File: src/hdl/dqc_pkg.sv
`timescale 1ns / 1ps
// Package for the deque with cursor: command and result beat types, opcodes.
// No dependencies.
package dqc_pkg;

    localparam int unsigned DATA_W = 32;
    localparam int unsigned FILL_W = 5;

    typedef enum logic [2:0] {
        OP_PUSH_FRONT = 3'd0,
        OP_PUSH_BACK  = 3'd1,
        OP_POP_FRONT  = 3'd2,
        OP_POP_BACK   = 3'd3,
        OP_CUR_HEAD   = 3'd4,
        OP_CUR_TAIL   = 3'd5,
        OP_READ_NEXT  = 3'd6,
        OP_READ_PREV  = 3'd7
    } opcode_t;

    typedef struct packed {
        opcode_t             opcode;
        logic [DATA_W-1:0]   push_value;
    } cmd_t;

    typedef struct packed {
        logic [DATA_W-1:0]   out_value;
        logic                out_valid;
        logic                is_empty;
        logic [FILL_W-1:0]   fill_count;
        logic                overflow;
    } result_t;

endpackage

File: src/hdl/deque_with_cursor_top.sv
`timescale 1ns / 1ps
// Bounded deque of handles in a ring memory, with one read cursor.
// Depends on dqc_pkg.
//
//  channel  | ports                | handshake
//  ---------+----------------------+-------------------------------------
//  command  | start, busy, cmd     | beat taken at clk edge: start & !busy
//  result   | done, result         | one beat per command, done for 1 cycle
//
// One command per cycle; busy stays low. The result beat of a command shows
// in the cycle after its acceptance edge, set by the registered
// read of the slot memory. Pointers and writes update at the acceptance edge,
// so a following command sees them at once. Reset clears pointers, count and
// cursor; the slot memory is not cleared. The receiver cannot stall.
module deque_with_cursor_top
    import dqc_pkg::*;
#(
    parameter int unsigned DEPTH = 16
) (
    input  logic    clk,
    input  logic    rst_n,
    input  logic    start,
    output logic    busy,
    input  cmd_t    cmd,
    output logic    done,
    output result_t result
);

    localparam int unsigned AW = $clog2(DEPTH);
    localparam int unsigned CW = $clog2(DEPTH + 1);

    // ring index helpers
    function automatic logic [AW-1:0] wrap_add(input logic [AW-1:0] a,
                                               input logic [AW-1:0] b);
        logic [AW:0] sum;
        sum = {1'b0, a} + {1'b0, b};
        if (sum >= (AW+1)'(DEPTH))
            sum = sum - (AW+1)'(DEPTH);
        return sum[AW-1:0];
    endfunction

    function automatic logic [AW-1:0] wrap_inc(input logic [AW-1:0] i);
        return (i == AW'(DEPTH - 1)) ? '0 : i + AW'(1);
    endfunction

    function automatic logic [AW-1:0] wrap_dec(input logic [AW-1:0] i);
        return (i == '0) ? AW'(DEPTH - 1) : i - AW'(1);
    endfunction

    logic [DATA_W-1:0] mem [DEPTH];
    logic [DATA_W-1:0] rd_data_reg;

    logic [AW-1:0] head_reg, head_next;
    logic [CW-1:0] count_reg, count_next;
    logic [AW-1:0] cur_reg, cur_next;
    logic          cur_live_reg, cur_live_next;
    logic          done_reg;
    logic          valid_reg, valid_next;
    logic          ovf_reg, ovf_next;

    logic          accept;
    logic          full, empty;
    logic [AW-1:0] tail;
    logic          wr_en;
    logic [AW-1:0] wr_addr;
    logic [AW-1:0] rd_addr;

    assign busy   = 1'b0;
    assign accept = start && !busy;
    assign full   = (count_reg == CW'(DEPTH));
    assign empty  = (count_reg == '0);
    assign tail   = wrap_add(head_reg, AW'(count_reg - CW'(1)));

    // operation decode and pointer update
    always_comb
    begin
        head_next     = head_reg;
        count_next    = count_reg;
        cur_next      = cur_reg;
        cur_live_next = cur_live_reg;
        valid_next    = 1'b0;
        ovf_next      = 1'b0;
        wr_en         = 1'b0;
        wr_addr       = head_reg;
        rd_addr       = head_reg;
        if (accept)
        begin
            unique case (cmd.opcode) inside
                OP_PUSH_FRONT:
                begin
                    if (full)
                        ovf_next = 1'b1;
                    else
                    begin
                        head_next  = wrap_dec(head_reg);
                        wr_en      = 1'b1;
                        wr_addr    = head_next;
                        count_next = count_reg + CW'(1);
                    end
                end
                OP_PUSH_BACK:
                begin
                    if (full)
                        ovf_next = 1'b1;
                    else
                    begin
                        wr_en      = 1'b1;
                        wr_addr    = wrap_add(head_reg, AW'(count_reg));
                        count_next = count_reg + CW'(1);
                    end
                end
                OP_POP_FRONT, OP_POP_BACK:
                begin
                    if (!empty)
                    begin
                        rd_addr = (cmd.opcode == OP_POP_FRONT) ? head_reg : tail;
                        if (cur_live_reg && cur_reg == rd_addr)
                            cur_live_next = 1'b0;
                        valid_next = 1'b1;
                        if (cmd.opcode == OP_POP_FRONT)
                            head_next = wrap_inc(head_reg);
                        count_next = count_reg - CW'(1);
                    end
                end
                OP_CUR_HEAD, OP_CUR_TAIL:
                begin
                    if (empty)
                        cur_live_next = 1'b0;
                    else
                    begin
                        cur_next      = (cmd.opcode == OP_CUR_HEAD) ? head_reg : tail;
                        cur_live_next = 1'b1;
                    end
                end
                OP_READ_NEXT, OP_READ_PREV:
                begin
                    if (cur_live_reg && !empty)
                    begin
                        rd_addr    = cur_reg;
                        valid_next = 1'b1;
                        if (cmd.opcode == OP_READ_NEXT)
                        begin
                            if (cur_reg == tail)
                                cur_live_next = 1'b0;
                            else
                                cur_next = wrap_inc(cur_reg);
                        end
                        else
                        begin
                            if (cur_reg == head_reg)
                                cur_live_next = 1'b0;
                            else
                                cur_next = wrap_dec(cur_reg);
                        end
                    end
                end
                default:
                begin
                    ovf_next = 1'b0;
                end
            endcase
        end
    end

    // control registers
    always_ff @(posedge clk or negedge rst_n)
    begin
        if (!rst_n)
        begin
            head_reg     <= '0;
            count_reg    <= '0;
            cur_reg      <= '0;
            cur_live_reg <= 1'b0;
            done_reg     <= 1'b0;
            valid_reg    <= 1'b0;
            ovf_reg      <= 1'b0;
        end
        else
        begin
            head_reg     <= head_next;
            count_reg    <= count_next;
            cur_reg      <= cur_next;
            cur_live_reg <= cur_live_next;
            done_reg     <= accept;
            valid_reg    <= valid_next;
            ovf_reg      <= ovf_next;
        end
    end

    // slot memory: one write port, one registered read port
    always_ff @(posedge clk)
    begin
        if (wr_en)
            mem[wr_addr] <= cmd.push_value;
        rd_data_reg <= mem[rd_addr];
    end

    // result beat
    assign done              = done_reg;
    assign result.out_value  = valid_reg ? rd_data_reg : '0;
    assign result.out_valid  = valid_reg;
    assign result.is_empty   = empty;
    assign result.fill_count = FILL_W'(count_reg);
    assign result.overflow   = ovf_reg;

endmodule
File: config.mk
export PLATFORM = sky130hd
export DESIGN_NAME = deque_with_cursor_top
export DESIGN_NICKNAME = d
export VERILOG_FILES = /design/src/hdl/dqc_pkg.sv /design/src/hdl/deque_with_cursor_top.sv
export SDC_FILE = /design/constraint.sdc
export NUM_CORES = 1
export LEC_CHECK = 0
export ABC_AREA = 1
export BUFFER_PORTS_ARGS = -buffer_cell sky130_fd_sc_hd__buf_4
export CORE_MARGIN = 2
export CORE_UTILIZATION = 59
export DETAILED_ROUTE_END_ITERATION = 6
export HOLD_SLACK_MARGIN = 0.03
export PLACE_DENSITY = 0.87
export SLEW_MARGIN = 10
export SYNTH_ARGS = -nofsm -noshare
export SYNTH_HDL_FRONTEND = slang
export SYNTH_SLANG_ARGS = --single-unit
File: constraint.sdc
create_clock -name clk -period 5.6 [get_ports clk]
set_input_delay 1.12 -clock clk [delete_from_list [all_inputs] [get_ports clk]]
set_output_delay 1.12 -clock clk [all_outputs]
set_load 0.01 [all_outputs]
# ---- Yosys cells after proc, flatten, opt, wreduce, memory -nomap -nowiden
# Memory sizes are Yosys's and may differ from the RTL's. A register that Yosys moved wholly into a read port is not among the register bits.
# Index checks and enable logic that the tools add are counted.
dict set report totals {
  reg_bits 17
  latchBits 0
  ramBits 512
  rom_bits 0
  memories 1
}
# memory depth width rd rd_ports_with_merged_regs wr line_no
set memory_table {}
lappend memory_table {mem 16 32 1 1 1 deque_with_cursor_top.sv:50} ;# logic [DATA_W-1:0] mem [DEPTH];
dict set report op_classes {
  n_addsub 10
  mul 0
  n_div 0
  order_cmp 2
  eq_ne 23
  shift 0
  n_mux 48
  bitwise 0
  n_reduce_logical 19
}
# op count
set op_table {}
lappend op_table {{2-to-1 mux 4 bit} 21}
lappend op_table {{2-to-1 mux 32 bit} 1}
lappend op_table {{one-hot mux 4 bit (2 select lines)} 4}
lappend op_table {{2-to-1 mux 1 bit} 17}
lappend op_table {{subtractor 4 x 1 -> 4 bit, second input constant} 4}
lappend op_table {{== test 3 bit, second input constant} 4}
lappend op_table {{== test 4 bit} 3}
lappend op_table {{inequality test 2 bit, second input constant} 6}
lappend op_table {{inequality test 3 bit, second input constant} 4}
lappend op_table {{adder 4 x 4 -> 5 bit} 2}
lappend op_table {{greater-or-equal comparator 5 bit, second input constant} 2}
lappend op_table {{2-to-1 mux 5 bit} 2}
lappend op_table {{one-hot mux 5 bit (2 select lines)} 1}
lappend op_table {{adder 4 x 1 -> 4 bit, second input constant} 2}
lappend op_table {{== test 4 bit, second input constant} 2}
lappend op_table {{logical NOT 4 bit} 2}
lappend op_table {{AND reduction 4 bit} 2}
lappend op_table {{OR reduction 2 bit} 4}
lappend op_table {{AND reduction 7 bit} 1}
lappend op_table {{== test 3 x 2 -> 1 bit, second input constant} 2}
lappend op_table {{AND reduction 6 bit} 1}
lappend op_table {{nonzero test 2 bit} 3}
lappend op_table {{adder 5 x 1 -> 5 bit, second input constant} 1}
lappend op_table {{== test 5 bit, second input constant} 1}
lappend op_table {{9 further kinds} 10}

# ---- Depth between registers and ports, before layout
dict set report logic_depth {
  word_depth 10
  ltp_mapped 18
  depth_no_buf 17
}

# ---- Worst setup path before layout
# No wires, ideal clock.
dict set report synth_timing {
  path_type {input-to-reg}
  startpoint {input port cmd[33] (netlist name)}
  endpoint {memory mem[0][0], enable pin}
  setup_ns 0.421
  t_arrival_ns 3.647
  required_time_ns 5.179
  setup_slack_ns 1.532
  path_stages 10
  n_path_buf 1
  path_cell_list {buf_2 nor3_1 inv_1 o21ai_0 nand2_1 inv_1 o221ai_1 o21ai_0 nand3_1 nor2_1}
}
dict set report synth_between {
  elab_chain_cells 6
}
# item line_no
set synth_lines {}
lappend synth_lines {{start: declaration} deque_with_cursor_top.sv:24} ;# input cmd_t cmd,
lappend synth_lines {{== test 3 x 1 -> 1 bit (no line) / logical NOT 3 bit (equally long branches)} n/a}
lappend synth_lines {{OR reduction 2 bit (no line)} n/a}
lappend synth_lines {{2-to-1 mux 1 bit} n/a}
lappend synth_lines {{2-to-1 mux 1 bit} deque_with_cursor_top.sv:86} ;# if (accept)
lappend synth_lines {{2-to-1 mux 1 bit} deque_with_cursor_top.sv:193} ;# if (wr_en)
lappend synth_lines {{2-to-1 mux 1 bit (not written as such)} deque_with_cursor_top.sv:194} ;# mem[wr_addr] <= cmd.push_value;
lappend synth_lines {{end: declaration} deque_with_cursor_top.sv:50}
# Parallel ways exist; a longest one is shown, timed or not.

# ---- Worst setup path after layout
dict set report layout_timing {
  startpoint {register count_reg[0]}
  endpoint {memory mem[12][20], enable pin}
}
dict set report layout_between {
  elab_chain_cells 6
}
# item line_no
set layout_lines {}
lappend layout_lines {{start: declaration} deque_with_cursor_top.sv:54} ;# logic [CW-1:0] count_reg, count_next;
lappend layout_lines {{start signal: assignment} deque_with_cursor_top.sv:181} ;# count_reg <= count_next;
lappend layout_lines {{adder 4 x 4 -> 5 bit / == test 5 bit (equally long branches)} {deque_with_cursor_top.sv:36, deque_with_cursor_top.sv:70}}
lappend layout_lines {{subtractor 4 x 1 -> 4 bit, or another cell as far along} deque_with_cursor_top.sv:38} ;# sum = sum - (AW+1)'(DEPTH);
lappend layout_lines {{2-to-1 mux 4 bit / 2-to-1 mux 1 bit (equally long branches)} n/a}
lappend layout_lines {{2-to-1 mux 4 bit / 2-to-1 mux 1 bit (equally long branches)} {deque_with_cursor_top.sv:103, deque_with_cursor_top.sv:86}}
lappend layout_lines {{one-hot mux 4 bit (2 select lines) / 2-to-1 mux 1 bit (equally long branches)} {deque_with_cursor_top.sv:88, deque_with_cursor_top.sv:193}}
lappend layout_lines {{2-to-1 mux 4 bit / 2-to-1 mux 1 bit (equally long branches)} {deque_with_cursor_top.sv:86, deque_with_cursor_top.sv:194}}
# Parallel ways exist; a longest one is shown, timed or not.

==> impl_metrics.csv <==
group,metric,value,unit
logic_synthesis,synth_ff_type,"edfxtp_1",
worst_setup_path,cp_slowest_cell,"nor2_4",
worst_setup_path,endpoint_kind,"flip-flop",
die,core,0.04195,mm2
finish,num-fill-cells,2857,
grt,antenna_found_initial,1,
sta,tns,0,ps
finish,nNetsFinal,2548,
grt,grtUsageMet1,37.37,%
logic_synthesis,postSynthAreaPerCell,10.15,um2
logic_synthesis,netlist_area,0.02512,mm2
logic_synthesis,synth.net_count,2530,
placed_design,globalplace.congestion,0.8583,
drt,routed-via-count,18490,
finish,n_antenna_cell,0,
cts,clk_pin_slew,60,ps
placed_design,pre_cts_ws,1343,ps
worst_setup_path,critPathRequiredTime,5910,ps
placed_design,dp.cells,2977,
logic_synthesis,synth_edf_count,512,
sta,setup_viol,0,
cts,clock_sinks,561,
worst_setup_path,cp_max_fo,23,
sta,hold_ws,377.5,ps
grt,grt_overflow,0,
finish,syn_to_final_growth,10.98,%
logic_synthesis,seq_area_frac_synth,65.44,%
drt,wire_per_inst,20.42,um
finish,postLayoutCoreUtil,66.47,%
cts,clock_latency,620,ps
min_path,worstHoldPathType,"input port to asynchronous set/reset pin",
die,die_w,210.4,um
power,power_density,475.8,mW/mm2
logic_synthesis,syn_inst,2475,
die,top_level_ports,80,
worst_setup_path,r2r_end,"mem[12][20]",
cts,cts_buffers,53,
grt,grt_pass1_wl,97850,um
die,start_util,59.89,%
finish,instances_no_fill,3076,
placed_design,io_buffers,78,
grt,grt_use_met3,4.917,%
drt,drtIter0Drc,2736,
cts,post_cts_buffers,0,
worst_setup_path,reg2reg_from,"count_reg[0]",
logic_synthesis,async_flop_share,3.030,%
grt,top_usage_layer,"met2",
worst_setup_path,reg2reg_depth,9,
sta,tightest_slew,1222,ps
sta,setup_slack,1574,ps
die,dieArea,0.04425,mm2
worst_setup_path,arrival,4330,ps
power,p_leak,0.01185,uW
logic_synthesis,synth_top_cell_area_share,61.20,%
sta,final-hold-violation-count,0,
grt,grtUsageTotal,28.47,%
grt,grt_pass1_vias,18360,
die,die_h,210.4,um
sta,fin_skew,16.92,ps
grt,grt_max_degree,190,
cts,hold_buffers,0,
logic_synthesis,synth_area_leaders,"edfxtp_1, nand3_1, nand2_1",
cts,cts_tree,"done",
run,maxCapViolations,0,
worst_setup_path,max_stage_delay,820,ps
sta,finalMaxSlewViolations,0,
power,ir_drop,400.2,uV
worst_setup_path,rrSetupSlack,1570,ps
worst_setup_path,startpoint_type,"flip-flop",
sta,relSlewSlack,18.31,%
logic_synthesis,ys_seq_elements,561,
logic_synthesis,synth_common_cells,"nand2_1, nand3_1, edfxtp_1",
grt,grtUsageMet2,46.80,%
drt,wl,62830,um
finish,largest_reg_flops,512,
status,status,"complete, no violations",
logic_synthesis,yosysMostFrequentCell,"nand2_1",
sta,rsz0062_at_grt,"no",
logic_synthesis,synth.distinct_cells,41,
worst_setup_path,path_class,"flip-flop to flip-flop",
cts,clock_path_buffers,3,
drt,ant_nets,0,
die,row_count,75,
cts,ctsResizeCount,0,
finish,drive_gt1_share,9.499,%
placed_design,dp_hpwl,34080,um
drt,avgViaCountPerCell,6.011,
sta,finalCritPeriodShare,71.89,%
logic_synthesis,synth_warnings,0,
drt,drt_first_pass_iters,6,
cts,htreeDepth,2,
cts,cts_root_buf,"clkbuf_16",
sta,max_freq,248.4,MHz
sta,period_needed,4026,ps
logic_synthesis,yosysTopAreaCell,"edfxtp_1",
drt,drc,0,
worst_setup_path,crit_chain,"inv_1 -> ha_1 -> nand3_1 -> nand2_1 -> o21ai_0 -> o21ai_0 -> nand3_1 -> nor2_4 -> buf_4",
-- worst max-delay path, delay by kind of cell (launching register included) --
| family | cells | cell delay (ps) |
|---|---|---|
| AOI/OAI and AO/OA | 2 | 490 |
| adders and majority gates | 1 | 250 |
| buffers and inverters | 2 | 540 |
| DFF | 1 | 440 |
| and+or+nand+nor | 4 | 1990 |
-- power breakdown --
| group | switching (uW) | internal, uW | total, uW |
|---|---|---|---|
| clock network | 1580 | 2100 | 3670 |
| logic | 3170 | 1360 | 4530 |
| registers | 219 | 4850 | 5070 |
-- placed cells by master (no fill, tap or decap), types with 6 or more instances in the layout --
master / Yosys / final
clkinv_2: 0 / 14
xor2_1: 6 / 6
nand3_1: 617 / 617
o211ai_1: 6 / 6
nor2_1: 41 / 25
clkinv_1: 2 / 6
o21ai_0: 27 / 27
edfxtp_1: 512 / 512
a21oi_1: 17 / 17
clkbuf_8: 0 / 12
inv_1: 323 / 323
clkbuf_1: 10 / 6
buf_4: 21 / 102
buf_12: 0 / 6
clkbuf_16: 0 / 53
dfrtp_1: 17 / 17
nand2_2: 5 / 6
nand2_1: 653 / 651
dfxtp_1: 32 / 32
nor2_4: 2 / 18
ha_1: 15 / 15
xnor2_1: 9 / 9
-- layer usage --
| metal | wire length (um) | share of wire (%) | vias to the layer above |
|---|---|---|---|
| li1 | - | - | 8303 |
| met1 | 23110 | 37 | 8713 |
| met2 | 30460 | 48 | 1274 |
| met3 | 6867 | 11 | 198 |
| met4 | 2384 | 3.8 | 2 |
| met5 | 13 | 0.021 | - |
-- final cells by class --
class	count	area (um2)	area share, %
inverters	332	1250	4.483
well taps	539	674.4	2.419
multi-input cells	1437	6835	24.52
clock buffers	71	1514	5.430
repair buffers	108	885.9	3.177
flip-flops and latches	561	16440	58.97
clock inverters	28	281.5	1.010
-- kinds of logic (layout without fill, tap and decap cells) --
kind of cell / count (synthesis) / in the layout / synth area share (%)
AOI/OAI and AO/OA: 65 / 65 / 1.484
adders and majority gates: 17 / 17 / 0.9064
DFF: 561 / 561 / 65.44
xor gates and xnor gates: 15 / 15 / 0.5230
other: 1 / 1 / 0.01493
buffers and inverters: 477 / 539 / 8.048
and+or+nand+nor: 1339 / 1339 / 23.58
-- per-stage QoR --
| stage | total power (uW) | cell area (um2) |
|---|---|---|
| final | 13270 | 27880 |
| after global routing | 13850 | 27880 |
| after CTS | 13170 | 27880 |
| after detailed placement | 9479 | 26090 |
| after global placement | 9306 | 26090 |
| after floorplan | 8260 | 25120 |
-- how the worst max path moves through the flow --
stage / startpoint / endpoint / slack, ps / cells after the start
2_1_floorplan: cmd[33] / mem[0][0] / 1530 / 10
3_3_place_gp: cmd[33] / mem[4][18] / 1470 / 10
3_5_place_dp: cmd[32] / rd_data_reg[31] / 1340 / 16
4_1_cts: count_reg[0] / mem[4][16] / 1600 / 10
5_1_grt: count_reg[0] / mem[4][16] / 1160 / 10
6_report: count_reg[0] / mem[12][20] / 1570 / 9
(Power assumes the default switching activity.)
